[src/rtl/pud_pkg.sv]
// Shared types and constants for the percent-escape / UTF-8 decoder.
package pud_pkg;

    localparam int BYTE_W    = 8;
    localparam int CP_W      = 21;
    localparam int MAX_RES   = 4;
    localparam int RES_CNT_W = 3;
    localparam int HELD_N    = 3;

    localparam logic [BYTE_W-1:0] PCT_CHAR = 8'h25;
    localparam logic [CP_W-1:0]   CP_MAX   = 21'h10FFFF;

    typedef enum logic [4:0] {
        KIND_NONE = 5'b00001,
        KIND_PCT  = 5'b00010,
        KIND_U2   = 5'b00100,
        KIND_U3   = 5'b01000,
        KIND_U4   = 5'b10000
    } pud_kind_t;

    typedef struct packed {
        logic [BYTE_W-1:0] in_byte;
        logic              in_last;
    } pud_in_t;

    typedef struct packed {
        logic [CP_W-1:0] code_point;
        logic            bad_escape;
        logic            out_last;
    } pud_out_t;

    typedef struct packed {
        logic [RES_CNT_W-1:0]       count;
        pud_out_t [MAX_RES-1:0]     slot;
    } pud_batch_t;

endpackage

[src/rtl/percent_utf8_decoder.sv]
// Top level: percent-escape and UTF-8 decoder, one token byte per beat.
// Path: an accepted byte is registered in the input stage, decoded when the result buffer
//   is free, and its results are registered there before they appear on m_ (none if held).
// Throughput: one byte per cycle while each byte yields at most one result and m_ready is
//   high; a byte yielding more than one result (up to four) holds the result buffer until all are taken.
// Reset (aresetn, synchronous, low): clears valids, pending sequence and drop mode.
module percent_utf8_decoder
    import pud_pkg::*;
(
    input  logic     aclk,
    input  logic     aresetn,
    input  logic     s_valid,
    output logic     s_ready,
    input  pud_in_t  s_data,
    output logic     m_valid,
    input  logic     m_ready,
    output pud_out_t m_data
);

    logic       item_valid;
    pud_in_t    item;
    logic       free;
    logic       load;
    pud_batch_t batch;

    assign load = item_valid && free;

    pud_in_stage u_in_stage (
        .aclk       (aclk),
        .aresetn    (aresetn),
        .s_valid    (s_valid),
        .s_ready    (s_ready),
        .s_data     (s_data),
        .load       (load),
        .item_valid (item_valid),
        .item       (item)
    );

    pud_decode u_decode (
        .aclk    (aclk),
        .aresetn (aresetn),
        .item    (item),
        .load    (load),
        .batch   (batch)
    );

    pud_out_buf u_out_buf (
        .aclk    (aclk),
        .aresetn (aresetn),
        .load    (load),
        .batch   (batch),
        .free    (free),
        .m_valid (m_valid),
        .m_ready (m_ready),
        .m_data  (m_data)
    );

endmodule

[src/rtl/pud_in_stage.sv]
// Input register that holds one byte beat until the decoder consumes it.
module pud_in_stage
    import pud_pkg::*;
(
    input  logic    aclk,
    input  logic    aresetn,
    input  logic    s_valid,
    output logic    s_ready,
    input  pud_in_t s_data,
    input  logic    load,
    output logic    item_valid,
    output pud_in_t item
);

    logic    valid_reg, valid_next;
    pud_in_t item_reg;

    assign s_ready    = !valid_reg || load;
    assign item_valid = valid_reg;
    assign item       = item_reg;

    always_comb begin
        valid_next = valid_reg;
        if (s_valid && s_ready) begin
            valid_next = 1'b1;
        end else if (load) begin
            valid_next = 1'b0;
        end
    end

    always_ff @(posedge aclk) begin
        if (!aresetn) begin
            valid_reg <= 1'b0;
        end else begin
            valid_reg <= valid_next;
        end
    end

    always_ff @(posedge aclk) begin
        if (s_valid && s_ready) begin
            item_reg <= s_data;
        end
    end

endmodule

[src/rtl/pud_decode.sv]
// Decoder state and the per-byte logic that builds one result batch.
module pud_decode
    import pud_pkg::*;
(
    input  logic       aclk,
    input  logic       aresetn,
    input  pud_in_t    item,
    input  logic       load,
    output pud_batch_t batch
);

    logic [BYTE_W-1:0] held_reg  [HELD_N];
    logic [BYTE_W-1:0] held_next [HELD_N];
    logic [1:0]        count_reg, count_next;
    pud_kind_t         kind_reg, kind_next;
    logic              discard_reg, discard_next;

    logic [BYTE_W-1:0] b;
    logic              last;
    logic              pre_flush;
    logic              tail_valid;
    logic [CP_W-1:0]   tail_cp;
    logic              tail_bad;
    logic [1:0]        pre_n;
    logic [RES_CNT_W-1:0] res_n;
    pud_kind_t         fresh_kind;
    logic [7:0]        esc_val;
    logic [CP_W-1:0]   utf_cp;
    logic [CP_W-1:0]   lit_cp;
    logic              fin;

    function automatic logic is_hex(input logic [BYTE_W-1:0] x);
        return (x >= 8'h30 && x <= 8'h39) || (x >= 8'h61 && x <= 8'h66) ||
               (x >= 8'h41 && x <= 8'h46);
    endfunction

    function automatic logic [3:0] hex_val(input logic [BYTE_W-1:0] x);
        logic [3:0] v;
        v = 4'd0;
        if (x >= 8'h30 && x <= 8'h39) begin
            v = x[3:0];
        end else if (is_hex(x)) begin
            v = x[3:0] + 4'd9;
        end
        return v;
    endfunction

    function automatic logic [2:0] kind_len(input pud_kind_t k);
        logic [2:0] len;
        unique case (k)
            KIND_U2: len = 3'd2;
            KIND_U3: len = 3'd3;
            KIND_U4: len = 3'd4;
            default: len = 3'd0;
        endcase
        return len;
    endfunction

    assign b      = item.in_byte;
    assign last   = item.in_last;
    assign lit_cp = {{(CP_W-BYTE_W){1'b0}}, b};

    always_comb begin
        priority if (b == PCT_CHAR) begin
            fresh_kind = KIND_PCT;
        end else if (b[7:5] == 3'b110) begin
            fresh_kind = KIND_U2;
        end else if (b[7:4] == 4'b1110) begin
            fresh_kind = KIND_U3;
        end else if (b[7:3] == 5'b11110) begin
            fresh_kind = KIND_U4;
        end else begin
            fresh_kind = KIND_NONE;
        end
    end

    assign esc_val = {hex_val(held_reg[1]), hex_val(b)};

    always_comb begin
        unique case (kind_reg)
            KIND_U2: utf_cp = {10'd0, held_reg[0][4:0], b[5:0]};
            KIND_U3: utf_cp = {5'd0, held_reg[0][3:0], held_reg[1][5:0], b[5:0]};
            default: utf_cp = {held_reg[0][2:0], held_reg[1][5:0], held_reg[2][5:0],
                               b[5:0]};
        endcase
    end

    always_comb begin
        held_next    = held_reg;
        count_next   = count_reg;
        kind_next    = kind_reg;
        discard_next = discard_reg;
        pre_flush    = 1'b0;
        tail_valid   = 1'b0;
        tail_cp      = lit_cp;
        tail_bad     = 1'b0;
        fin          = 1'b0;

        if (discard_reg) begin
            discard_next = !last;
        end else begin
            unique case (kind_reg)
                KIND_PCT: begin
                    if (is_hex(b) && count_reg < 2'd2) begin
                        // first digit: hold, or flush '%' and digit at token end
                        if (last) begin
                            pre_flush = 1'b1;
                            tail_valid = 1'b1;
                            fin = 1'b1;
                        end else begin
                            held_next[1] = b;
                            count_next = 2'd2;
                        end
                    end else if (is_hex(b)) begin
                        fin = 1'b1;
                        tail_valid = 1'b1;
                        if (esc_val[7]) begin
                            tail_bad = 1'b1;
                            tail_cp = '0;
                            discard_next = !last;
                        end else begin
                            tail_cp = {{(CP_W-8){1'b0}}, esc_val};
                        end
                    end else begin
                        pre_flush = 1'b1;
                        if (fresh_kind != KIND_NONE && !last) begin
                            held_next[0] = b;
                            count_next = 2'd1;
                            kind_next = fresh_kind;
                        end else begin
                            tail_valid = 1'b1;
                            fin = 1'b1;
                        end
                    end
                end
                KIND_U2, KIND_U3, KIND_U4: begin
                    if (b[7:6] == 2'b10 && ({1'b0, count_reg} + 3'd1) < kind_len(kind_reg)) begin
                        if (last) begin
                            pre_flush = 1'b1;
                            tail_valid = 1'b1;
                            fin = 1'b1;
                        end else begin
                            held_next[count_reg] = b;
                            count_next = count_reg + 2'd1;
                        end
                    end else if (b[7:6] == 2'b10) begin
                        fin = 1'b1;
                        tail_valid = 1'b1;
                        // out of range: flush the held bytes and this byte as Latin-1
                        if (utf_cp > CP_MAX) begin
                            pre_flush = 1'b1;
                        end else begin
                            tail_cp = utf_cp;
                        end
                    end else begin
                        pre_flush = 1'b1;
                        if (fresh_kind != KIND_NONE && !last) begin
                            held_next[0] = b;
                            count_next = 2'd1;
                            kind_next = fresh_kind;
                        end else begin
                            tail_valid = 1'b1;
                            fin = 1'b1;
                        end
                    end
                end
                default: begin
                    if (fresh_kind != KIND_NONE && !last) begin
                        held_next[0] = b;
                        count_next = 2'd1;
                        kind_next = fresh_kind;
                    end else begin
                        tail_valid = 1'b1;
                        fin = 1'b1;
                    end
                end
            endcase
            if (fin) begin
                count_next = 2'd0;
                kind_next = KIND_NONE;
            end
        end
    end

    assign pre_n = pre_flush ? count_reg : 2'd0;
    assign res_n = {1'b0, pre_n} + {2'b0, tail_valid};

    always_comb begin
        batch.count = res_n;
        batch.slot[0].code_point = (pre_n > 2'd0) ? {13'd0, held_reg[0]} : tail_cp;
        batch.slot[1].code_point = (pre_n > 2'd1) ? {13'd0, held_reg[1]} : tail_cp;
        batch.slot[2].code_point = (pre_n > 2'd2) ? {13'd0, held_reg[2]} : tail_cp;
        batch.slot[3].code_point = tail_cp;
        for (int k = 0; k < MAX_RES; k++) begin
            batch.slot[k].bad_escape = tail_bad && (res_n == RES_CNT_W'(k + 1));
            batch.slot[k].out_last   = (last || tail_bad) && (res_n == RES_CNT_W'(k + 1));
        end
    end

    always_ff @(posedge aclk) begin
        if (!aresetn) begin
            count_reg   <= 2'd0;
            kind_reg    <= KIND_NONE;
            discard_reg <= 1'b0;
        end else if (load) begin
            count_reg   <= count_next;
            kind_reg    <= kind_next;
            discard_reg <= discard_next;
        end
    end

    always_ff @(posedge aclk) begin
        if (load) begin
            held_reg <= held_next;
        end
    end

    a_discard_idle: assert property (@(posedge aclk) disable iff (!aresetn)
        discard_reg |-> (kind_reg == KIND_NONE && count_reg == 2'd0))
        else $error("pending sequence while dropping a token");

    a_none_empty: assert property (@(posedge aclk) disable iff (!aresetn)
        (kind_reg == KIND_NONE) |-> (count_reg == 2'd0))
        else $error("held bytes with nothing pending");

    a_pct_count: assert property (@(posedge aclk) disable iff (!aresetn)
        (kind_reg == KIND_PCT) |-> (count_reg == 2'd1 || count_reg == 2'd2))
        else $error("escape pending with bad held count");

endmodule

[src/rtl/pud_out_buf.sv]
// Result buffer that holds one batch and drains it one beat per cycle while m_ready is high.
module pud_out_buf
    import pud_pkg::*;
(
    input  logic       aclk,
    input  logic       aresetn,
    input  logic       load,
    input  pud_batch_t batch,
    output logic       free,
    output logic       m_valid,
    input  logic       m_ready,
    output pud_out_t   m_data
);

    pud_out_t [MAX_RES-1:0] slot_reg;
    logic [RES_CNT_W-1:0]   rem_reg, rem_next;
    logic [1:0]             idx_reg, idx_next;

    assign m_valid = (rem_reg != '0);
    assign m_data  = slot_reg[idx_reg];
    assign free    = (rem_reg == '0) || (rem_reg == RES_CNT_W'(1) && m_ready);

    always_comb begin
        rem_next = rem_reg;
        idx_next = idx_reg;
        if (load) begin
            rem_next = batch.count;
            idx_next = 2'd0;
        end else if (m_valid && m_ready) begin
            rem_next = rem_reg - RES_CNT_W'(1);
            idx_next = idx_reg + 2'd1;
        end
    end

    always_ff @(posedge aclk) begin
        if (!aresetn) begin
            rem_reg <= '0;
            idx_reg <= 2'd0;
        end else begin
            rem_reg <= rem_next;
            idx_reg <= idx_next;
        end
    end

    always_ff @(posedge aclk) begin
        if (load) begin
            slot_reg <= batch.slot;
        end
    end

    a_bound: assert property (@(posedge aclk) disable iff (!aresetn)
        ({1'b0, idx_reg} + rem_reg) <= RES_CNT_W'(MAX_RES))
        else $error("read index runs past the batch");

    a_load_free: assert property (@(posedge aclk) disable iff (!aresetn)
        load |-> (rem_reg == '0 || (rem_reg == RES_CNT_W'(1) && m_ready)))
        else $error("batch loaded over undelivered results");

    a_load_shows: assert property (@(posedge aclk) disable iff (!aresetn)
        (load && batch.count != '0) |=> (m_valid && idx_reg == 2'd0))
        else $error("loaded batch not presented");

endmodule

[config.mk]
export PLATFORM = sky130hd
export DESIGN_NAME = percent_utf8_decoder
export DESIGN_NICKNAME = d
export VERILOG_FILES = /design/src/rtl/pud_pkg.sv /design/src/rtl/percent_utf8_decoder.sv /design/src/rtl/pud_in_stage.sv /design/src/rtl/pud_decode.sv /design/src/rtl/pud_out_buf.sv
export SDC_FILE = /design/constraint.sdc
export NUM_CORES = 1
export LEC_CHECK = 0
export BUFFER_PORTS_ARGS = -buffer_cell sky130_fd_sc_hd__clkbuf_2
export CELL_PAD_IN_SITES_DETAIL_PLACEMENT = 1
export CELL_PAD_IN_SITES_GLOBAL_PLACEMENT = 2
export CORE_MARGIN = 4
export CORE_UTILIZATION = 35
export CTS_CLUSTER_DIAMETER = 200
export DETAILED_ROUTE_END_ITERATION = 7
export PLACE_DENSITY = 0.76
export SETUP_SLACK_MARGIN = 0.05
export SLEW_MARGIN = 20
export SYNTH_ARGS = -nofsm -noshare
export SYNTH_HDL_FRONTEND = slang
export SYNTH_SLANG_ARGS = --single-unit
[constraint.sdc]
create_clock -name aclk -period 5.4 [get_ports aclk]
set_input_delay 1.62 -clock aclk [delete_from_list [all_inputs] [get_ports aclk]]
set_output_delay 1.62 -clock aclk [all_outputs]
set_load 0.03 [all_outputs]
# ---- Word-level counts from Yosys, hierarchy flattened
# Index checks and enable logic that the tools add are counted.
dict set report word_totals {
  input_bits 13
  out_inout_bits 25
  ff_bits 139
  word_cells 217
}
dict set report classes {
  n_eq_ne 31
  magnitude_cmp 21
  add_sub_neg 7
  n_reduce_logical 43
  muxes 85
  n_bitwise 4
}
# operator n
set op_table {}
lappend op_table {{$mux W21} 6}
lappend op_table {{$mux W8} 11}
lappend op_table {{$pmux W21 S2} 2}
lappend op_table {{$mux W5} 10}
lappend op_table {{$bmux W23 S2} 1}
lappend op_table {{$ge A8 B7 Y1 const B} 4}
lappend op_table {{$le A8 B7 Y1 const B} 4}
lappend op_table {{$pmux W8 S2} 2}
lappend op_table {{$mux W1} 26}
lappend op_table {{$bwmux W24} 1}
lappend op_table {{$mux W24} 1}
lappend op_table {{$mux W23} 1}
lappend op_table {{$logic_and A1 B1 Y1} 22}
lappend op_table {{$gt A21 B21 Y1 const B} 1}
lappend op_table {{$mux W2} 9}
lappend op_table {{$ne A3 B3 Y1 const B} 6}
lappend op_table {{$reduce_and A6 Y1} 3}
lappend op_table {{$demux W8 S2} 1}
lappend op_table {{$ge A8 B6 Y1 const B} 2}
lappend op_table {{$le A8 B6 Y1 const B} 2}
lappend op_table {{$mux W16} 1}
lappend op_table {{$ne A4 B4 Y1 const B} 4}
lappend op_table {{$mux W3} 4}
lappend op_table {{$mux W4} 3}
lappend op_table {{41 further kinds} 64}

# ---- Logic depth before layout (Yosys ltp)
# Gate-level depths: netlist of the first run.
dict set report logic_depth {
  ltp_word 15
  depth_mapped 17
  mapped_depth_nobuf 15
}

# ---- Cells and area by module
# A second synthesis of the first run with hierarchy kept.
dict set report unflattened {
  cells_unflattened 556
  hier_area_um2 7051.8
}
# module n_inst area_per_inst_um2 seq_area_each_um2 cells_per_inst
set modules_own_cells {}
lappend modules_own_cells {pud_out_buf 1 3621.0 2862.7 158}
lappend modules_own_cells {pud_decode 1 3096.7 880.8 383}
lappend modules_own_cells {pud_in_stage 1 327.8 290.3 14}
lappend modules_own_cells {percent_utf8_decoder 1 6.3 0.0 1}

# ---- Least setup slack after synthesis of the first run
# No wires, ideal clock.
dict set report synth_timing {
  kind {in2reg}
  startpoint {input port m_ready}
  endpoint {register u_decode.held_reg[16] in the netlist's numbering (enable)}
  path_buffers 0
  required_ns 5.011
  path_stages 6
  arrival_ns 4.896
  setup_time_ns 0.389
  setup_slack_ns 0.114
  cell_sequence {a21oi_1 > nor2_1 > nand2_1 > inv_1 > nand2b_1 > a311oi_1}
}
dict set report synth_between {
  elab_chain_cells 4
}
# element line_no
set synth_rtl {}
lappend synth_rtl {{from (decl)} percent_utf8_decoder.sv:16} ;# input logic m_ready,
lappend synth_rtl {{$logic_and A1 B1 Y1} pud_out_buf.sv:21} ;# assign free = (rem_reg == '0) || (rem_reg == RES_CNT_W'(1) && m_ready);
lappend synth_rtl {{$logic_or A1 B1 Y1} pud_out_buf.sv:21}
lappend synth_rtl {{$logic_and A1 B1 Y1} percent_utf8_decoder.sv:26} ;# assign load = item_valid && free;
lappend synth_rtl {{via load} percent_utf8_decoder.sv:23} ;# logic load;
lappend synth_rtl {{$reduce_and A6 Y1 (no line)} -}
lappend synth_rtl {{to (signal assigned)} pud_decode.sv:214} ;# held_reg <= held_next;
lappend synth_rtl {{to (decl)} pud_decode.sv:12} ;# logic [BYTE_W-1:0] held_reg [HELD_N];
# The timed path passes the listed nets, and every way through them passes these cells.
# A chain may end at the register's enable or synchronous reset.

==> flow_summary.yaml, run 1 <==
final_layout:
  fin_util_pct: 40.7
  num-nets-final: 638
  fillCellCount: 2144
  fin_cells: 889
  mostFrequentLayoutCell: "edfxtp_1"
  finalInstanceArea_um2: 8290
  layout_common_cells: "125 x edfxtp_1, 59 x nor2_1, 41 x nand2_1"
  largest_register_ffs: 92
  antenna_cells: 0
  syn_to_final_growth_pct: 13.8
  drive_above_1_share_pct: 19.5
hold_path:
  hp-class: "reg2reg"
clocking:
  cts_tree: "built"
  cts_hold_buffers: 0
  clk_latency_ns: 0.43
  root_buffer: "clkbuf_16"
  clock-sinks: 139
  clk_pin_slew_ns: 0.06
  cts_buffers: 17
  clock_path_buffers: 2
  cts-htree-levels: 4
  cts_resized: 0
  cts_setup_buffers: 0
place:
  dp_hpwl_um: 12700
  gp_congestion: 0.915
  post-place-cells: 857
  placed_area_um2: 7690
  port_buffers: 37
  post-place-ws_ns: 1.03
critical_path:
  arrival_ns: 4.78
  cp_common_cell: "ha_1"
  path_buf_inv: 0
  endpoint_kind: "register"
  cp_top_family: "simple AND/OR/NAND/NOR gates"
  cp_slowest_cell: "dfxtp_1"
  crit_type: "reg2reg"
  start_kind: "register"
  worstPathMaxFanout: 16
  crit_chain: "xor2_1 -> nand2_1 -> ha_1 -> o21ai_0 -> a22o_1 -> and3_1 -> nor4b_2 -> a211oi_4 -> nor2_4 -> ha_1 -> or3b_2 -> nor2_1"
  crit_path_max_incr_delay_ns: 0.66
  critPathRequiredTime_ns: 5.69
timing:
  whs_ns: 0.526
  clock.fmax_mhz: 222
  period_minus_slack_ns: 4.50
  final_hold_viol_count: 0
  worstMarginPinSlew_ns: 0.953
  post-route-period-util_pct: 83.3
  fin_skew_ns: 0.00754
  rsz0062_at_grt: "no"
  fin_ws_ns: 0.903
  slew_viol_final: 0
  setup_tns_ns: 0
  maxSlewHeadroom_pct: 35.7
  setup_viol: 0
power_and_ir_drop:
  power_density_nw_per_um2: 415
  peakVddDrop_mv: 0.212
  finalPower_mw: 3.45
  p_leak_nw: 2.87
floorplan:
  core_area_um2: 20400
  die_w_um: 152
  start_util_pct: 35.8
  dieArea_um2: 23200
  ios: 38
  rows: 52
  die_y_um: 152
logic_synthesis:
  netlist.area_leader.share_pct: 51.5
  synth_top_cell_by_area: "edfxtp_1"
  synth_nets: 616
  yosysWarnings: 0
  synth_edf_count: 125
  ys.flop_type: "edfxtp_1"
  ys_types: 78
  yosys-top-cells-area: "edfxtp_1 51%, mux4_2 7.1%, dfxtp_1 3.8%"
  syn-cell-area_um2: 7290
  syn_inst: 584
  ys_seq_elements: 139
  ys_seq_area_share_pct: 55.3
  synth-async-reset-ratio_pct: 0
  syn-mean-instance-area_um2: 12.5
drt:
  vias: 4928
  ant_nets: 0
  drt_wl_total_um: 18400
  viasPerCell: 5.54
  drc: 0
  wl_per_cell_um: 20.7
  first_pass_iters: 5
  drt_iter0_markers: 349
grt:
  grtUsageTotal_pct: 16.3
  grt_antenna_before_repair: 0
  grt_pass1_vias: 5204
  grt_max_degree: 64
  overflow: 0
  grt_pass1_wl_um: 29400
job:
  cap_violations: 0
run_status:
  status: "finished, final reports clean"
==> worst paths after layout <==
path | startpoint | to | slack [ns] | cells after the start
setup / recovery | u_decode.kind_reg[2] | u_out_buf.slot_reg[0] | 0.90 | 12
hold / removal | u_out_buf.rem_reg[2] | u_out_buf.rem_reg[2] | 0.53 | 2
setup reg to reg | u_decode.kind_reg[2] | u_out_buf.slot_reg[0] | 0.90 | 12
hold reg to reg | u_out_buf.rem_reg[2] | u_out_buf.rem_reg[2] | 0.53 | 2
==> cells in the mapped netlist, types with 14 or more instances <==
library cell / n
mux4_2: 23
nor2_1: 59
mux2_1: 21
clkbuf_1: 27
edfxtp_1: 125
a21oi_1: 15
ha_1: 19
o21ai_0: 15
dfxtp_1: 14
nand2_1: 41
and2_1: 28
inv_1: 16
==> per-layer routing <==
metal | track usage (%) | wire, um
met5 | 0 | 0
met4 | 5.52 | 315
met3 | 3.92 | 937
met2 | 26.5 | 9050
met1 | 21.5 | 8110
==> power by group <==
part           total [mW]  switching, mW  internal (mW)  leakage, nW
clock network        1.19          0.458          0.729        0.290
registers            1.54          0.141           1.40         1.29
logic               0.722          0.454          0.268         1.29
total                3.45           1.05           2.39         2.87
==> layout make-up <==
type / count / area [um2] / share of cell area [%]
flip-flops and latches: 139 / 4040 / 48.7
multi-input cells: 391 / 3040 / 36.7
clock buffers: 19 / 433 / 5.22
well taps: 270 / 338 / 4.07
repair buffers: 41 / 215 / 2.59
clock inverters: 13 / 168 / 2.02
inverters: 16 / 61.3 / 0.739
==> worst reg2reg max path: stages, from the launching register on <==
cell      delay [ns]
dfxtp_1         0.66
xor2_1          0.32
nand2_1         0.36
ha_1            0.41
o21ai_0         0.10
a22o_1          0.29
and3_1          0.22
nor4b_2         0.42
a211oi_4        0.17
nor2_4          0.42
ha_1            0.36
or3b_2          0.50
nor2_1          0.12
==> cells by family after synthesis <==
kind of cell / Yosys count / share of synthesized area [%]
xor+xnor: 5 / 0.601
fa+ha+maj: 19 / 3.26
buf+inv: 54 / 2.99
compound gates: 111 / 11.1
flops: 139 / 55.3
simple gates: 207 / 15.4
mux: 49 / 11.3
(Power assumes the default switching activity.)
==> run 2: changes to the inputs <==
ABC_AREA = 1   (was unset)
PLACE_DENSITY = 0.79   (was 0.76)
clock period = 4.7 ns   (was 5.4 ns; I/O delays follow)
==> run 2 against run 1 <==
  * Critical path depth up 6
  * Via count is 19% higher
  * Power up 24%
==> flow_summary.yaml, run 2 <==
logic_synthesis:
  syn-mean-instance-area_um2: 9.07
  yosys-top-cells-area: "edfxtp_1 52%, nand2_1 7.2%, nor2_1 6.5%"
  yosys.area_share.simple_pct: 20.8
  syn-cell-area_um2: 7250
  yosys.cell_count.top_type: "nand2_1"
  synth_top_cell_by_area: "edfxtp_1"
  synth-async-reset-ratio_pct: 0
  synth_nets: 831
  syn_inst: 799
  synthMuxAreaShare_pct: 0.138
  ys.flop_type: "edfxtp_1"
  synthAdderAreaFrac_pct: 3.28
  yosysWarnings: 0
  ys_seq_area_share_pct: 55.7
  synth_xor_area_share_pct: 0.846
  synth_commonest_cells: "139 x nand2_1, 126 x nor2_1, 125 x edfxtp_1"
  synth_edf_count: 125
  ys_seq_elements: 139
  ys_types: 40
  synth_compound_area_share_pct: 12.8
  synth_top_family_by_area: "simple AND/OR/NAND/NOR gates"
  netlist.area_leader.share_pct: 51.8
final_layout:
  drive_above_1_share_pct: 11.3
  largest_register_ffs: 92
  finalInstanceArea_um2: 8230
  num-nets-final: 863
  syn_to_final_growth_pct: 13.6
  layout_common_cells: "139 x nand2_1, 126 x nor2_1, 125 x edfxtp_1"
  mostFrequentLayoutCell: "nand2_1"
  antenna_cells: 0
critical_path:
  endpoint_kind: "register"
  crit_type: "reg2reg"
  startpoint: "u_decode.kind_reg[0]"
  rrSetupSlack_ns: 0.75
  timing.rr.start: "u_decode.kind_reg[0]"
  reg2reg_depth: 18
  r2r_end: "u_out_buf.slot_reg[70]"
  worstPathMaxFanout: 23
  start_kind: "register"
  critPathRequiredTime_ns: 4.88
  arrival_ns: 4.13
  crit_path_end: "u_out_buf.slot_reg[70]"
power_and_ir_drop:
  p_sw_share_pct: 36.9
  p_sw_mw: 1.57
  p_leak_nw: 3.34
  pwr-share-comb_pct: 28.9
  power_density_nw_per_um2: 518
  p_seq_share_pct: 41.3
  peakVddDrop_mv: 0.483
  p_int_mw: 2.69
  clkPwrFrac_pct: 29.8
grt:
  grt_antenna_before_repair: 0
  grt_max_degree: 97
  grt_pass1_vias: 6183
  overflow: 0
  grt_pass1_wl_um: 33900
  grtUsageTotal_pct: 18.6
clocking:
  clk_latency_ns: 0.43
  clock-sinks: 139
  root_buffer: "clkbuf_16"
  cts_buffers: 17
  cts_resized: 0
  clock_path_buffers: 2
  cts_hold_buffers: 0
  cts-htree-levels: 4
  clk_pin_slew_ns: 0.06
  cts_tree: "built"
  cts_setup_buffers: 0
drt:
  wl_met2_um: 10200
  top_layer: "met4"
  first_pass_iters: 5
  wl_met3_um: 766
  wl_per_cell_um: 18.9
  vias: 5853
  ant_nets: 0
  viasPerCell: 5.25
  drt_iter0_markers: 427
  drt_wl_total_um: 21100
  met1_length_um: 9580
  drc: 0
place:
  dp_hpwl_um: 15100
  gp_congestion: 0.913
  placed_area_um2: 7680
  port_buffers: 37
timing:
  post-route-period-util_pct: 84.0
  setup_viol: 0
  worstMarginPinSlew_ns: 0.925
  setup_tns_ns: 0
  fin_skew_ns: 0.00773
  clock.fmax_mhz: 253
  maxSlewHeadroom_pct: 37.7
  rsz0062_at_grt: "no"
  slew_viol_final: 0
  final_hold_viol_count: 0
  period_minus_slack_ns: 3.95
job:
  cap_violations: 0
floorplan:
  die_w_um: 152
  core_area_um2: 20300
  start_util_pct: 35.7
  die_y_um: 152
  rows: 52
  ios: 38
  dieArea_um2: 23100
hold_path:
  hp-class: "reg2reg"
run_status:
  status: "finished, final reports clean"
run 2: worst min path at each step:
stage,cells after the start,slack [ns],endpoint,startpoint
after global routing,2,0.55,u_in_stage.item_valid,u_in_stage.item_valid
after global placement,2,0.49,u_decode.kind_reg[0],u_decode.kind_reg[0]
after floorplan,2,0.47,u_decode.kind_reg[0],u_decode.kind_reg[0]
after CTS,2,0.51,u_decode.kind_reg[1],u_decode.kind_reg[1]
final,2,0.51,u_decode.kind_reg[1],u_decode.kind_reg[1]
after detailed placement,2,0.50,u_decode.kind_reg[0],u_decode.kind_reg[0]
run 2: worst max-delay path: stages (launching register included):
cell,delay [ns]
dfxtp_1,0.32
nor2_1,0.62
nand3_2,0.28
nand2_4,0.29
inv_2,0.12
ha_1,0.20
a21oi_1,0.21
nand4_1,0.23
nand3_1,0.14
nand2_1,0.07
a21oi_1,0.24
inv_1,0.12
nand2_1,0.07
inv_1,0.04
ha_1,0.17
ha_1,0.33
inv_1,0.09
nand3_1,0.11
nor2_1,0.06
run 2: metal layers:
| layer | track usage, % | up-vias |
|---|---|---|
| li1 | - | 2825 |
| met1 | 24.4 | 2864 |
| met2 | 31.1 | 133 |
| met3 | 3.50 | 31 |
| met4 | 6.08 | 0 |
| met5 | 0 | - |
run 2: logic make-up after synthesis:
| kind of cell | after synthesis |
|---|---|
| adder cells (fa/ha/maj) | 19 |
| XOR/XNOR | 7 |
| buffers and inverters | 116 |
| multiplexers | 1 |
| flip-flops | 139 |
| AO/OA/AOI/OAI | 163 |
| AND/OR/NAND/NOR | 354 |
run 2: per-stage QoR:
step / hold WS (ns) / total power [mW] / cells / worst slack [ns] / utilization [%]
floorplan: 0.466 / 2.64 / 799 / 0.698 / -
global placement: 0.487 / 2.97 / 1082 / 1.01 / 37.8
detailed placement: 0.499 / 3.03 / 1082 / 0.785 / 37.8
CTS: 0.510 / 4.30 / 1114 / 0.772 / 40.5
global route: 0.552 / 4.51 / 1114 / 0.291 / 40.5
finish: 0.513 / 4.26 / 1114 / 0.752 / 40.5
run 2: power groups by stage:
stage / Clock [mW] / Sequential (mW) / Combinational, mW
detailed placement: 0 / 1.78 / 1.25
floorplan: 0 / 1.76 / 0.883
finish: 1.27 / 1.76 / 1.23
global route: 1.34 / 1.78 / 1.38
global placement: 0 / 1.77 / 1.19
CTS: 1.28 / 1.76 / 1.25
run 2: layout make-up:
class	instances	area (um2)
Tap cell	270	338
Timing Repair Buffer	43	243
Inverter	86	324
Sequential cell	139	4030
Fill cell	2404	12100
Clock inverter	14	123
Multi-Input combinational cell	544	2740
Clock buffer	18	429
==> run 3: changes to the inputs <==
ABC_AREA = 0   (was 1)
PLACE_DENSITY = 0.73   (was 0.79)
clock period = 4 ns   (was 4.7 ns; I/O delays follow)
==> run 3 against run 2 <==
  * First-iteration DRC count decreased by 24%
  * Die area is 0.57% higher
  * Via count down 15%
  * Utilization grew 1.2 points
  * Largest cell class unchanged
  * Count of clock-buffer cells in the layout stayed put
  * Non-clock buffer count is 19 higher
  * Routed wire length down 12%
  * Combinational power is 13% lower
  * Worst setup slack got worse by 0.44 ns
  * Highest routed layer unchanged
==> flow_summary.yaml, run 3 (same netlist as run 1, synthesis figures left out) <==
timing:
  clock.fmax_mhz: 271
  final_hold_viol_count: 0
  post-route-period-util_pct: 92.2
  period_minus_slack_ns: 3.69
  worstMarginPinSlew_ns: 0.846
  slew_viol_final: 0
  setup_viol: 0
  whs_ns: 0.526
  maxSlewHeadroom_pct: 43.6
  setup_tns_ns: 0
  rsz0062_at_grt: "no"
  fin_skew_ns: 0.00947
clocking:
  cts_buffers: 17
  cts_hold_buffers: 0
  clk_pin_slew_ns: 0.06
  cts_tree: "built"
  clock-sinks: 139
  cts-htree-levels: 4
  root_buffer: "clkbuf_16"
  clock_path_buffers: 2
  clk_latency_ns: 0.42
grt:
  grt_pass1_vias: 5158
  grt_antenna_before_repair: 0
  grtUsageTotal_pct: 16.1
  grt_pass1_wl_um: 29400
  grt_max_degree: 96
  overflow: 0
final_layout:
  drive_above_1_share_pct: 23.1
  layout_common_cells: "125 x edfxtp_1, 59 x nor2_1, 41 x nand2_1"
  num-nets-final: 659
  antenna_cells: 0
  finalInstanceArea_um2: 8490
  mostFrequentLayoutCell: "edfxtp_1"
  largest_register_ffs: 92
  syn_to_final_growth_pct: 16.5
  fin_util_pct: 41.7
floorplan:
  die_w_um: 152
  start_util_pct: 35.8
  core_area_um2: 20400
  ios: 38
  die_y_um: 152
  rows: 52
  dieArea_um2: 23200
drt:
  wl_per_cell_um: 20.3
  viasPerCell: 5.46
  drt_iter0_markers: 324
  drt_wl_total_um: 18500
  ant_nets: 0
  first_pass_iters: 5
  drc: 0
  vias: 4966
run_status:
  status: "finished, final reports clean"
power_and_ir_drop:
  peakVddDrop_mv: 0.407
  power_density_nw_per_um2: 553
  finalPower_mw: 4.70
  p_leak_nw: 2.99
critical_path:
  arrival_ns: 3.85
  critPathRequiredTime_ns: 4.16
  start_kind: "register"
  crit_type: "reg2reg"
  rrSetupSlack_ns: 0.31
  endpoint_kind: "register"
  worstPathMaxFanout: 10
place:
  port_buffers: 37
  gp_congestion: 0.901
  dp_hpwl_um: 13400
  placed_area_um2: 7860
hold_path:
  hp-class: "reg2reg"
job:
  cap_violations: 0
==> run 3: changes by cell type in the layout (fill, tap and decap cells not counted), moves of 11 or more <==
| cell | delta |
|---|---|
| and2_1 | +28 |
| and3_1 | +11 |
| buf_4 | +19 |
| inv_1 | -65 |
| mux2_1 | +21 |
| mux4_2 | +23 |
| nand2_1 | -98 |
| nand3_1 | -33 |
| nor2_1 | -67 |
| nor3_1 | -16 |
| o21ai_0 | -64 |
| o22ai_1 | -20 |
==> run 3: area by class of cell <==
| class | instances | area, um2 |
|---|---|---|
| fillers | 2156 | 11900 |
| multi-input cells | 391 | 3060 |
| inverters | 16 | 63.8 |
| flip-flops and latches | 139 | 4040 |
| repair buffers | 62 | 385 |
| well taps | 270 | 338 |
| clock inverters | 14 | 181 |
| clock buffers | 18 | 429 |
==> run 3: worst paths after layout <==
kind	from	depth (start not counted)	endpoint
worst max-delay path	u_decode.held_reg[11]	8	u_out_buf.slot_reg[49]
worst min-delay path	u_out_buf.rem_reg[2]	2	u_out_buf.rem_reg[2]
worst max register to register	u_decode.held_reg[11]	8	u_out_buf.slot_reg[49]
worst min register to register	u_out_buf.rem_reg[2]	2	u_out_buf.rem_reg[2]
==> run 3: report_power, final <==
part           internal (mW)  switching (mW)
clock network          0.995           0.633
registers               1.88           0.119
logic                  0.390           0.678
==> run 3: per-layer routing <==
layer,up-vias,track usage (%),part of all wire (%)
met5,-,0,0
met4,0,3.85,1.2
met3,15,3.38,3.9
met2,108,27.6,51
met1,2512,21.1,44
li1,2331,-,-
==> run 3: worst max-delay path, stage by stage (launching register included) <==
cell and delay [ns]:
edfxtp_1 0.54, buf_4 0.24, or4b_2 0.65, nor3b_1 0.21, a221o_1 0.23, a22oi_1 0.26
o311ai_0 0.51, o21ai_0 0.38, mux2_1 0.41
==> run 3: what timing repair did <==
item | in CTS | in global routing
setup endpoints to repair | 0 | 4
resized for setup | 0 | 4
setup buffers | 0 | 0
==> run 3: stage by stage <==
stage / worst slack [ns] / cells
floorplan: 0.0946 / 584
global placement: 0.368 / 878
detailed placement: 0.206 / 878
CTS: 0.168 / 910
global route: 0.0505 / 910
finish: 0.310 / 910
